`src/rtl/kps_pkg.sv`:
```
// Shared constants, types and key table for the matrix keypad scanner.
package kps_pkg;

    localparam int MAX_COLUMNS    = 8;
    localparam int MAX_ROWS       = 8;
    localparam int KEY_TABLE_SIZE = 20;

    localparam int COL_W  = $clog2(MAX_COLUMNS);
    localparam int CNT_W  = 4;
    localparam int MASK_W = 16;
    localparam int CODE_W = 5;

    localparam logic [7:0]       SETTLE_RESET = 8'd20;
    localparam logic [CNT_W-1:0] COLS_RESET   = 4'd4;
    localparam logic [CNT_W-1:0] ROWS_RESET   = 4'd5;

    typedef enum logic [1:0] {
        CFG_SETTLE_TICKS = 2'd0,
        CFG_COLUMN_COUNT = 2'd1,
        CFG_ROW_COUNT    = 2'd2,
        CFG_UNUSED       = 2'd3
    } cfg_index_t;

    typedef logic [MASK_W-1:0] key_mask_t;

    typedef struct packed {
        logic [CODE_W-1:0] key_code;
        logic [MASK_W-1:0] key_bits;
        logic              scan_done;
        logic [7:0]        column_drive;
    } result_t;

    localparam key_mask_t KEY_TABLE [KEY_TABLE_SIZE] = '{
        16'h0101, 16'h0102, 16'h0104, 16'h0108,
        16'h0201, 16'h0202, 16'h0204, 16'h0208,
        16'h0401, 16'h0402, 16'h0404, 16'h0408,
        16'h0801, 16'h0802, 16'h0804, 16'h0808,
        16'h1001, 16'h1002, 16'h1004, 16'h1008
    };

endpackage

```
`src/rtl/kps_key_decode.sv`:
```
// Key table lookup: maps a finished scan mask to a key code, zero if unlisted.
module kps_key_decode
    import kps_pkg::*;
(
    input  key_mask_t         mask,
    output logic [CODE_W-1:0] key_code
);

    always_comb begin
        key_code = '0;
        for (int i = 0; i < KEY_TABLE_SIZE; i++) begin
            if (KEY_TABLE[i] == mask) begin
                key_code = CODE_W'(i + 1);
            end
        end
    end

endmodule

```
`src/rtl/matrix_keypad_scanner_core.sv`:
```
// Top level of the matrix keypad scanner: column sequencing, row sampling, result register.
// Results: registered on accept, shown next cycle; one item per cycle unless m_tready
// stalls a held result, as the single result register is refilled while it drains.
// Reset: aresetn is synchronous, active low; it restores settle_ticks 20, column_count 4,
// row_count 5, and clears column, settle count, scan masks and the result valid.
module matrix_keypad_scanner_core
    import kps_pkg::*;
(
    input  logic        aclk,
    input  logic        aresetn,
    input  logic        s_tvalid,
    output logic        s_tready,
    input  logic [7:0]  s_tdata,    // [7:0] row_levels
    output logic        m_tvalid,
    input  logic        m_tready,
    output logic [31:0] m_tdata,    // [7:0] column_drive, [23:8] key_bits,
                                    // [28:24] key_code, [31:29] zero
    output logic        m_tlast,    // scan_done
    input  logic        cfg_valid,
    output logic        cfg_ready,
    input  logic [1:0]  cfg_index,
    input  logic [7:0]  cfg_data
);

    logic [7:0]       settle_ticks_reg;
    logic [CNT_W-1:0] column_count_reg;
    logic [CNT_W-1:0] row_count_reg;

    logic [COL_W-1:0] column_reg, column_next;
    logic [7:0]       settle_count_reg, settle_count_next;
    key_mask_t        scan_mask_reg, scan_mask_next;
    key_mask_t        previous_mask_reg, previous_mask_next;

    result_t          result_reg, result_next;
    logic             m_valid_reg;

    logic             accept;
    logic [CNT_W-1:0] cols_eff, rows_eff;
    logic [7:0]       row_enable;
    logic [7:0]       sampled;
    logic [7:0]       column_onehot;
    key_mask_t        mask_sampled;
    logic             last_column;
    logic             changed;
    logic [CODE_W-1:0] decoded_code;

    assign cfg_ready = 1'b1;
    assign s_tready  = !m_valid_reg || m_tready;
    assign accept    = s_tvalid && s_tready;
    assign m_tvalid  = m_valid_reg;
    assign m_tdata   = {3'b000, result_reg.key_code, result_reg.key_bits,
                        result_reg.column_drive};
    assign m_tlast   = result_reg.scan_done;

    always_comb begin
        if (column_count_reg == '0) begin
            cols_eff = CNT_W'(1);
        end else if (column_count_reg > CNT_W'(MAX_COLUMNS)) begin
            cols_eff = CNT_W'(MAX_COLUMNS);
        end else begin
            cols_eff = column_count_reg;
        end
        if (row_count_reg > CNT_W'(MAX_ROWS)) begin
            rows_eff = CNT_W'(MAX_ROWS);
        end else begin
            rows_eff = row_count_reg;
        end
        for (int r = 0; r < 8; r++) begin
            row_enable[r] = (CNT_W'(r) < rows_eff);
        end
    end

    assign column_onehot = 8'(1) << column_reg;
    assign sampled       = s_tdata & row_enable;
    assign mask_sampled  = scan_mask_reg | ((|sampled) ? {sampled, column_onehot} : '0);
    assign last_column   = ({1'b0, column_reg} + CNT_W'(1)) >= cols_eff;
    assign changed       = mask_sampled != previous_mask_reg;

    kps_key_decode u_key_decode (
        .mask     (mask_sampled),
        .key_code (decoded_code)
    );

    always_comb begin
        column_next        = column_reg;
        settle_count_next  = settle_count_reg;
        scan_mask_next     = scan_mask_reg;
        previous_mask_next = previous_mask_reg;
        result_next              = '0;
        result_next.column_drive = column_onehot;
        if (settle_count_reg < settle_ticks_reg) begin
            settle_count_next = settle_count_reg + 8'd1;
        end else begin
            settle_count_next = '0;
            if (last_column) begin
                result_next.scan_done = 1'b1;
                if (changed) begin
                    previous_mask_next   = mask_sampled;
                    result_next.key_bits = mask_sampled;
                    result_next.key_code = decoded_code;
                end
                scan_mask_next = '0;
                column_next    = '0;
            end else begin
                scan_mask_next = mask_sampled;
                column_next    = column_reg + COL_W'(1);
            end
        end
    end

    always_ff @(posedge aclk) begin
        if (!aresetn) begin
            settle_ticks_reg <= SETTLE_RESET;
            column_count_reg <= COLS_RESET;
            row_count_reg    <= ROWS_RESET;
        end else if (cfg_valid && cfg_ready) begin
            unique case (cfg_index_t'(cfg_index))
                CFG_SETTLE_TICKS: settle_ticks_reg <= cfg_data;
                CFG_COLUMN_COUNT: column_count_reg <= cfg_data[CNT_W-1:0];
                CFG_ROW_COUNT:    row_count_reg    <= cfg_data[CNT_W-1:0];
                default: ;
            endcase
        end
    end

    always_ff @(posedge aclk) begin
        if (!aresetn) begin
            column_reg        <= '0;
            settle_count_reg  <= '0;
            scan_mask_reg     <= '0;
            previous_mask_reg <= '0;
            m_valid_reg       <= 1'b0;
        end else begin
            if (accept) begin
                column_reg        <= column_next;
                settle_count_reg  <= settle_count_next;
                scan_mask_reg     <= scan_mask_next;
                previous_mask_reg <= previous_mask_next;
                m_valid_reg       <= 1'b1;
            end else if (m_tready) begin
                m_valid_reg       <= 1'b0;
            end
        end
    end

    always_ff @(posedge aclk) begin
        if (accept) begin
            result_reg <= result_next;
        end
    end

    a_drive_onehot: assert property (@(posedge aclk) disable iff (!aresetn)
        m_tvalid |-> $onehot(m_tdata[7:0]))
        else $error("column drive not one-hot");

    a_key_only_on_done: assert property (@(posedge aclk) disable iff (!aresetn)
        (m_tvalid && (m_tdata[23:8] != '0 || m_tdata[28:24] != '0)) |-> m_tlast)
        else $error("key reported without finished scan");

    a_code_range: assert property (@(posedge aclk) disable iff (!aresetn)
        m_tvalid |-> (m_tdata[28:24] <= CODE_W'(KEY_TABLE_SIZE)))
        else $error("key code out of range");

    a_backpressure: assert property (@(posedge aclk) disable iff (!aresetn)
        !s_tready |-> (m_valid_reg && !m_tready))
        else $error("input stalled without a blocked result");

endmodule

```
`config.mk`:
```
export PLATFORM = sky130hd
export DESIGN_NAME = matrix_keypad_scanner_core
export DESIGN_NICKNAME = d
export VERILOG_FILES = /design/src/rtl/kps_pkg.sv /design/src/rtl/kps_key_decode.sv /design/src/rtl/matrix_keypad_scanner_core.sv
export SDC_FILE = /design/constraint.sdc
export NUM_CORES = 1
export LEC_CHECK = 0
export BUFFER_PORTS_ARGS = -buffer_cell sky130_fd_sc_hd__clkbuf_2
export CORE_MARGIN = 2
export CORE_UTILIZATION = 60
export CTS_BUF_LIST = sky130_fd_sc_hd__clkbuf_8
export DETAILED_ROUTE_END_ITERATION = 8
export GPL_ROUTABILITY_DRIVEN = 0
export HOLD_SLACK_MARGIN = 0.05
export PLACE_DENSITY = 0.82
export SLEW_MARGIN = 10
export SYNTH_ARGS = -nofsm -noshare
export SYNTH_HDL_FRONTEND = slang
export SYNTH_SLANG_ARGS = --single-unit
export TNS_END_PERCENT = 30
```
`constraint.sdc`:
```
create_clock -name aclk -period 8.9 [get_ports aclk]
set_clock_uncertainty 0.05 [all_clocks]
set_input_delay 1.78 -clock aclk [delete_from_list [all_inputs] [get_ports aclk]]
set_output_delay 1.78 -clock aclk [all_outputs]
set_load 0.01 [all_outputs]
```
## Yosys cells after proc, flatten, opt, wreduce, memory -nomap -nowiden

Cells that the tools add are included.

| cells by class | value |
|---|---|
| $add $sub $neg | 3 |
| order comparisons | 12 |
| eq/ne operators | 23 |
| shift operators | 1 |
| mux-type cells | 30 |
| bitwise operators | 5 |
| reduce and logical (&&, ||, !) cells | 15 |

Operator list:

| operator | number |
|---|---|
| equality test 10 x 16 -> 1 bit, first input constant | 4 |
| equality test 11 x 16 -> 1 bit, first input constant | 4 |
| equality test 12 x 16 -> 1 bit, first input constant | 4 |
| equality test 13 x 16 -> 1 bit, first input constant | 4 |
| equality test 9 x 16 -> 1 bit, first input constant | 4 |
| 2-to-1 mux 4 bit | 11 |
| 2-to-1 mux 16 bit | 2 |
| 2-to-1 mux 5 bit | 5 |
| < comparator 3 x 4 -> 1 bit, first input constant | 4 |
| inequality test 16 bit | 1 |
| bitwise OR 16 bit | 1 |
| OR reduction 8 bit | 2 |
| 2-to-1 mux 3 bit | 5 |
| adder 8 x 1 -> 8 bit, second input constant | 1 |
| bitwise AND 8 bit | 1 |
| > comparator 4 bit, second input constant | 2 |
| < comparator 1 x 4 -> 1 bit, first input constant | 2 |
| < comparator 2 x 4 -> 1 bit, first input constant | 2 |
| < comparator 8 bit | 1 |
| 2-to-1 mux 8 bit | 1 |
| AND reduction 2 bit | 4 |
| << shifter 1 x 3 -> 8 bit, first input constant | 1 |
| adder 3 x 1 -> 4 bit, second input constant | 1 |
| greater-or-equal comparator 4 bit | 1 |
| other kinds (15) | 21 |

| storage, ports and cells | value |
|---|---|
| flip-flop bits (word level) | 90 |
| input bits | 23 |
| output and inout bits | 36 |
| logic and storage cells | 103 |

## Longest topological paths before layout

Gate-level depths: netlist of run 1.

| logic depth | value |
|---|---|
| depth in word-level cells | 28 |
| mapped depth | 14 |
| mapped depth without buffers | 12 |

## Cells and area by module

A second synthesis of run 1 with hierarchy kept.

| second synthesis, totals | value |
|---|---|
| cell total of the unflattened synthesis | 526 |
| area, all modules | 4775.8 sq um |

Modules (own cells, without submodules):

| module | times used | cells each | area each (sq um) | sequential area each (sq um) |
|---|---|---|---|---|
| matrix_keypad_scanner_core | 1 | 466 | 4332.9 | 2102.0 |
| kps_key_decode | 1 | 60 | 442.9 | 0.0 |

## Least setup slack after synthesis of run 1

No wires, ideal clock.

| timing | value |
|---|---|
| path kind | in2reg |
| from | input s_tdata[0] |
| to | register result_reg (netlist bit m_tdata[17]) (data pin) |
| library setup time | 0.268 ns |
| data arrival time | 4.190 ns |
| required time | 8.582 ns |
| path slack | 4.392 ns |
| stages | 11 |
| path buffers | 3 |
| path through | a2111oi_4 > o211ai_2 > o31a_1 > or3_1 > a2111o_1 > or3_1 > buf_4 > nand2_4 > buf_6 > buf_8 > nor2_1 |

| between the ends | value |
|---|---|
| cells in the longest elaborated chain, start to end | 7 |

RTL lines:

| what | line | source |
|---|---|---|
| start, declared | matrix_keypad_scanner_core.sv:13 | `input logic [7:0] s_tdata,` |
| bitwise AND 8 bit (*) | matrix_keypad_scanner_core.sv:74 | `assign sampled = s_tdata & row_enable;` |
| OR reduction 8 bit | matrix_keypad_scanner_core.sv:75 | `assign mask_sampled = scan_mask_reg \| ((\|sampled) ? {sampled, column_onehot} : '0);` |
| 2-to-1 mux 16 bit (*) | matrix_keypad_scanner_core.sv:75 |  |
| bitwise OR 16 bit (*) | matrix_keypad_scanner_core.sv:75 |  |
| inequality test 16 bit | matrix_keypad_scanner_core.sv:77 | `assign changed = mask_sampled != previous_mask_reg;` |
| NOT 1 bit (no line) | - |  |
| OR reduction 3 bit (no line) | - |  |
| end signal, assigned | matrix_keypad_scanner_core.sv:148 | `result_reg <= result_next;` |
| end, declared | matrix_keypad_scanner_core.sv:34 | `result_t result_reg, result_next;` |

Every way passes the cells marked *; elsewhere a longest branch is shown, timed or not.
A chain may end at the register's enable or synchronous reset.

## Worst setup path after layout of run 1

| timing | value |
|---|---|
| from | input s_tdata[0] |
| to | register result_reg (netlist bit m_tdata[25]) (data pin) |

| between the ends | value |
|---|---|
| cells in the longest elaborated chain, start to end | 23 |
| elaborated cells on any way between the ends | 44 |
| classes of those cells | eq/ne: 20; mux: 19; bitwise: 3; reduce/logical: 2 |

RTL lines:

| what | line | source |
|---|---|---|
| bitwise AND 8 bit (*) | matrix_keypad_scanner_core.sv:74 |  |
| OR reduction 8 bit | matrix_keypad_scanner_core.sv:75 |  |
| 2-to-1 mux 16 bit (*) | matrix_keypad_scanner_core.sv:75 |  |
| bitwise OR 16 bit (*) | matrix_keypad_scanner_core.sv:75 |  |
| equality test 9 x 16 -> 1 bit | kps_key_decode.sv:12 | `if (KEY_TABLE[i] == mask) begin` |
| 2-to-1 mux 2 bit (2 in a row) | kps_key_decode.sv:12 |  |
| 2-to-1 mux 3 bit (4 in a row) | kps_key_decode.sv:12 |  |
| 2-to-1 mux 4 bit (8 in a row) | kps_key_decode.sv:12 |  |
| 2-to-1 mux 5 bit (4 in a row) | kps_key_decode.sv:12 |  |

Marked as above.

==> flow_summary.json, run 1 <==
{
  "max_cap_violations": 0,
  "die_h_um": 92.0,
  "ir_drop_mv": 0.0856,
  "io_buffers": 54,
  "syn2layout_area_growth_pct": 11.3,
  "async_flop_share": 0,
  "firstDrtPassIters": 4,
  "crit_slowest_cell": "or3_1",
  "status": "finished, final reports clean",
  "tritoncts": "done",
  "synth_edf_count": 30,
  "cp-end-kind": "flop",
  "synthTopCellsByCount": "dfxtp_1, nor2_1, a21oi_1, edfxtp_1, nand2_1",
  "n_fill_cell": 614,
  "initial_utilization": 0.611,
  "ioPinCount": 59,
  "postCtsSetupBuffers": 0,
  "holdWs_ns": 0.410,
  "ys.warnings.count": 0,
  "fin_crit_ns": 4.75,
  "power.total_w": 0.000855,
  "cts_resized": 0,
  "min_to": "scan_mask_reg[13]",
  "hold_viol_final": 0,
  "grt_max_degree": 39,
  "synthesis.area_um2": 4650,
  "grt_pass1_vias": 3717,
  "htreeDepth": 3,
  "yosys.area.top_type_share": 0.258,
  "grt_overflow": 0,
  "totalWireLength_mm": 10.9,
  "crit_chain": "clkbuf_2, a2111oi_4, o211ai_2, o31a_1, or3_1, a2111o_1, or3_1, nand2_4, a2111oi_0",
  "largest_reg_flops": 29,
  "cts_root_buffer": "clkbuf_8",
  "core.rowCount": 32,
  "rsz0062_at_grt": "false",
  "timing_worst_setup_path_type": "in -> reg",
  "arrival_ns": 4.81,
  "vias": 3908,
  "grt_pass1_wl_mm": 18.2,
  "cts-buffers-inserted": 9,
  "core_um2": 7610,
  "fin_util": 0.680,
  "worstHoldStart": "scan_mask_reg[13]",
  "cpMostUsedCell": "or3_1",
  "grtUsageTotal": 0.271,
  "cts_sinks": 90,
  "setup_violations": 0,
  "synth.area.top_cells": "dfxtp_1, edfxtp_1, ha_1",
  "fmax_ghz": 0.211,
  "fin_area_um2": 5170,
  "synth.most_common_cell": "dfxtp_1",
  "drt-vias-per-instance": 6.15,
  "finalCritPeriodShare": 0.534,
  "dieArea_um2": 8460,
  "reg2reg_slack_ns": 5.12,
  "syn_inst": 481,
  "drt_iter0_drc": 259,
  "yosysTopAreaCell": "dfxtp_1",
  "worst_pin_slew_ns": 1.01,
  "critPathTopFamily": "compound AO/OA/AOI/OAI gates",
  "slowest_delay_ns": 0.62,
  "clock_latency_ns": 0.37,
  "holdBufCountCts": 0,
  "synth.distinct_cells": 64,
  "clock_path_buffers": 2,
  "dieWidth_um": 92.0,
  "rr_worst_depth": 8,
  "antenna_left": 0,
  "antenna_found_initial": 0,
  "startpoint_type": "input port",
  "critPathRequiredTime_ns": 8.96,
  "syn_avg_cell_area_um2": 9.66,
  "min_path_cells": 2,
  "yosysSeqAreaShare": 0.452,
  "slew_headroom": 0.321,
  "diodes": 0,
  "maxSlewViolCount": 0,
  "p_per_area_nw_per_um2": 165,
  "crit_fanout": 21,
  "wl_per_cell_um": 17.1,
  "route.detailed.drc": 0,
  "placed_cell_area_um2": 4930,
  "rr_startpoint": "row_count_reg[1]",
  "ys.flop_type": "dfxtp_1",
  "dp_hpwl_mm": 7.67,
  "power_leakage_nw": 2.06,
  "tns_ns": 0,
  "critPathBufInv": 1,
  "layout.nets": 569,
  "clk_pin_slew_ns": 0.10,
  "r2r-end": "m_tdata[25]",
  "min_path_type": "reg -> reg",
  "final_layout_size_suffix_gt1_frac": 0.171,
  "ys_ff_latch": 90
}
==> power breakdown <==
part	internal, W	switching, W	total, W
Sequential	0.000433	0.00000653	0.000440
Combinational	0.0000287	0.0000516	0.0000802
Clock	0.000186	0.000149	0.000335
Total	0.000648	0.000207	0.000855
==> cell families (layout without fill, tap and decap cells) <==
logic type | Yosys count | after routing | synth area share
and+or+nand+nor | 165 | 165 | 0.178
xor gates and xnor gates | 22 | 22 | 0.0415
adders and majority gates | 18 | 18 | 0.0485
AOI/OAI and AO/OA | 131 | 131 | 0.210
buffers and inverters | 44 | 94 | 0.0493
DFF | 90 | 90 | 0.452
muxes | 9 | 9 | 0.0194
other | 2 | 4 | 0.00162
==> cells in the final DEF (no fill, tap or decap), types with 13 or more instances in the layout <==
cell,n
a211oi_1,15
a21oi_1,30
a31oi_1,17
clkbuf_2,54
dfxtp_1,60
edfxtp_1,30
ha_1,18
inv_1,16
nand2_1,28
nand3_1,13
nor2_1,57
nor3_1,13
==> final cells by class <==
class                           instances  area (um2)  share of cell area
Clock inverter                          7         116              0.0225
Clock buffer                            9         124              0.0239
Multi-Input combinational cell        349        2320               0.449
Inverter                               19        71.3              0.0138
Tap cell                              102         128              0.0247
Timing Repair Buffer                   59         308              0.0595
Sequential cell                        90        2100               0.406
==> how the worst max path moves through the flow <==
stage	cells past startpoint	endpoint	startpoint	slack, ns
6_report	9	m_tdata[25]	s_tdata[0]	4.15
5_1_grt	9	m_tdata[25]	s_tdata[0]	3.88
4_1_cts	9	m_tdata[25]	s_tdata[0]	4.21
3_5_place_dp	9	m_tdata[25]	s_tdata[0]	3.82
3_3_place_gp	9	m_tdata[25]	s_tdata[0]	3.90
2_1_floorplan	11	m_tdata[17]	s_tdata[0]	4.39
==> metal layers <==
| metal | part of all wire | up-vias | GRT usage |
|---|---|---|---|
| met4 | 0.034 | 0 | 0.136 |
| met2 | 0.48 | 170 | 0.430 |
| met3 | 0.065 | 31 | 0.0460 |
| met5 | 0 | - | 0 |
| met1 | 0.42 | 1850 | 0.358 |
| li1 | - | 1857 | - |
==> stage by stage <==
step	setup WS, ns	std cells
3_5_place_dp	3.82	619
5_1_grt	3.88	635
2_1_floorplan	4.39	483
3_3_place_gp	3.90	619
6_report	4.15	635
4_1_cts	4.21	635
==> tightest hold or removal path, delay by kind of cell (launching register included) <==
| family | cells | cell delay [ns] |
|---|---|---|
| flops | 1 | 0.32 |
| simple gates | 1 | 0.05 |
| compound gates | 1 | 0.05 |
Note: power is estimated with default switching activity, not from simulation.
==> inputs of run 2 (changes only) <==
--- a/config.mk
+++ b/config.mk
@@ -7,12 +7,12 @@
 export LEC_CHECK = 0
 export BUFFER_PORTS_ARGS = -buffer_cell sky130_fd_sc_hd__clkbuf_2
 export CORE_MARGIN = 2
-export CORE_UTILIZATION = 60
+export CORE_UTILIZATION = 54
 export CTS_BUF_LIST = sky130_fd_sc_hd__clkbuf_8
 export DETAILED_ROUTE_END_ITERATION = 8
 export GPL_ROUTABILITY_DRIVEN = 0
 export HOLD_SLACK_MARGIN = 0.05
-export PLACE_DENSITY = 0.82
+export PLACE_DENSITY = 0.78
 export SLEW_MARGIN = 10
 export SYNTH_ARGS = -nofsm -noshare
 export SYNTH_HDL_FRONTEND = slang
==> constraint.sdc (replaced) <==
create_clock -name aclk -period 4.25 [get_ports aclk]
set_clock_uncertainty 0.05 [all_clocks]
set_input_delay 0.85 -clock aclk [delete_from_list [all_inputs] [get_ports aclk]]
set_output_delay 0.85 -clock aclk [all_outputs]
set_load 0.01 [all_outputs]
==> run 2 against run 1 <==
- first-iteration DRC count is 12% higher
- clock power grew 73%
- final cell count grew 1.6%
- hold slack improved by 0.0044 ns
- routed wire length decreased by 2.4%
- worst setup slack worse by 3.5 ns
- sequential share of layout area shrank 0.078 points
- utilization is 5.5 points lower
- critical endpoint unchanged
- highest routed layer unchanged
==> flow_summary.json, run 2 (synthesized netlist as in run 1, its figures left out) <==
{
  "status": "finished, final reports clean",
  "startpoint_type": "input port",
  "dieArea_um2": 9360,
  "tritoncts": "done",
  "grt_pass1_wl_mm": 18.1,
  "rr_startpoint": "row_count_reg[1]",
  "p_per_area_nw_per_um2": 322,
  "holdWs_ns": 0.414,
  "cp-end-kind": "flop",
  "layout_common_cells": "dfxtp_1, nor2_1, clkbuf_2",
  "maxSlewViolCount": 0,
  "cpMostUsedCell": "or3_1",
  "dp_hpwl_mm": 7.73,
  "critPathTopFamily": "compound AO/OA/AOI/OAI gates",
  "critPathRequiredTime_ns": 4.30,
  "ir_drop_mv": 0.188,
  "rsz0062_at_grt": "false",
  "fmax_ghz": 0.280,
  "max_cap_violations": 0,
  "drt-vias-per-instance": 6.00,
  "fin_crit_ns": 3.57,
  "clk_pin_slew_ns": 0.09,
  "tns_ns": 0,
  "crit_slowest_cell": "or3_1",
  "vias": 3872,
  "postCtsSetupBuffers": 0,
  "layout.nets": 576,
  "worst_pin_slew_ns": 0.757,
  "firstDrtPassIters": 7,
  "worstHoldStart": "scan_mask_reg[13]",
  "n_fill_cell": 687,
  "largest_reg_flops": 29,
  "ioPinCount": 59,
  "hold_viol_final": 0,
  "holdBufCountCts": 0,
  "grt_max_degree": 50,
  "final_layout_size_suffix_gt1_frac": 0.180,
  "htreeDepth": 3,
  "antenna_left": 0,
  "dieWidth_um": 96.8,
  "timing_worst_setup_path_type": "in -> reg",
  "min_path_type": "reg -> reg",
  "setup_violations": 0,
  "io_buffers": 54,
  "power_leakage_nw": 2.06,
  "route.detailed.drc": 0,
  "cp-startpoint": "s_tdata[0]",
  "crit_chain": "clkbuf_2, a2111oi_4, o211ai_2, o31a_1, or3_1, a2111o_1, or3_1, nand2_4, a2111oi_0",
  "antenna_found_initial": 0,
  "clock_path_buffers": 2,
  "critPathBufInv": 1,
  "wl_per_cell_um": 16.5,
  "drt_iter0_drc": 289,
  "cts_root_buffer": "clkbuf_8",
  "die_h_um": 96.8,
  "totalWireLength_mm": 10.6,
  "initial_utilization": 0.560,
  "grtUsageTotal": 0.235,
  "arrival_ns": 3.62,
  "finalCritPeriodShare": 0.841,
  "cts_resized": 0,
  "crit_fanout": 21,
  "core_um2": 8300,
  "clock_latency_ns": 0.36,
  "core.rowCount": 33,
  "grt_pass1_vias": 3723,
  "syn2layout_area_growth_pct": 11.5,
  "cts-buffers-inserted": 9,
  "diodes": 0,
  "grt_overflow": 0,
  "final_common_cell": "dfxtp_1",
  "slew_headroom": 0.493,
  "cts_sinks": 90,
  "slowest_delay_ns": 0.48
}
[run 2: worst register-to-register path, stage by stage, from the launching register on]
cell	delay, ns
dfxtp_1	0.60
a221oi_1	0.18
nor3_2	0.65
o32a_1	0.43
xor2_1	0.11
a2111o_1	0.36
or3_1	0.48
nand2_4	0.28
a2111oi_0	0.13
[run 2: cell type report]
cell class / count / area, um2 / share of cell area
Timing Repair Buffer: 66 / 360 / 0.0695
Clock buffer: 9 / 124 / 0.0239
Inverter: 19 / 71.3 / 0.0138
Tap cell: 105 / 131 / 0.0254
Clock inverter: 7 / 70.1 / 0.0135
Multi-Input combinational cell: 349 / 2320 / 0.448
Sequential cell: 90 / 2100 / 0.406
[run 2: metrics by stage]
| step | utilization | instance area (um2) | power, W | instances | setup WS (ns) |
|---|---|---|---|---|---|
| after floorplan | - | 4650 | 0.00105 | 483 | 0.672 |
| after global placement | 0.601 | 4990 | 0.00110 | 629 | 0.386 |
| after detailed placement | 0.601 | 4990 | 0.00111 | 629 | 0.335 |
| after CTS | 0.624 | 5180 | 0.00167 | 645 | 0.711 |
| after global routing | 0.624 | 5180 | 0.00174 | 645 | 0.489 |
| final | 0.624 | 5180 | 0.00167 | 645 | 0.677 |
[run 2: power by group]
group / internal [W] / switching [W]
clock: 0.000270 / 0.000311
sequential: 0.000907 / 0.0000136
combinational: 0.0000621 / 0.000107
total: 0.00124 / 0.000432
[run 2: path summary, 6_finish.rpt]
path	cells past startpoint	slack [ns]	end
max	9	0.68	m_tdata[25]
min	2	0.41	scan_mask_reg[13]
max reg2reg	8	0.74	m_tdata[25]
min reg2reg	2	0.41	scan_mask_reg[13]
[run 2: per-layer routing]
layer | GRT usage | vias up | wire (um)
li1 | - | 1875 | -
met1 | 0.306 | 1842 | 4680
met2 | 0.390 | 135 | 5110
met3 | 0.0426 | 20 | 557
met4 | 0.0899 | 0 | 272
met5 | 0 | - | 0
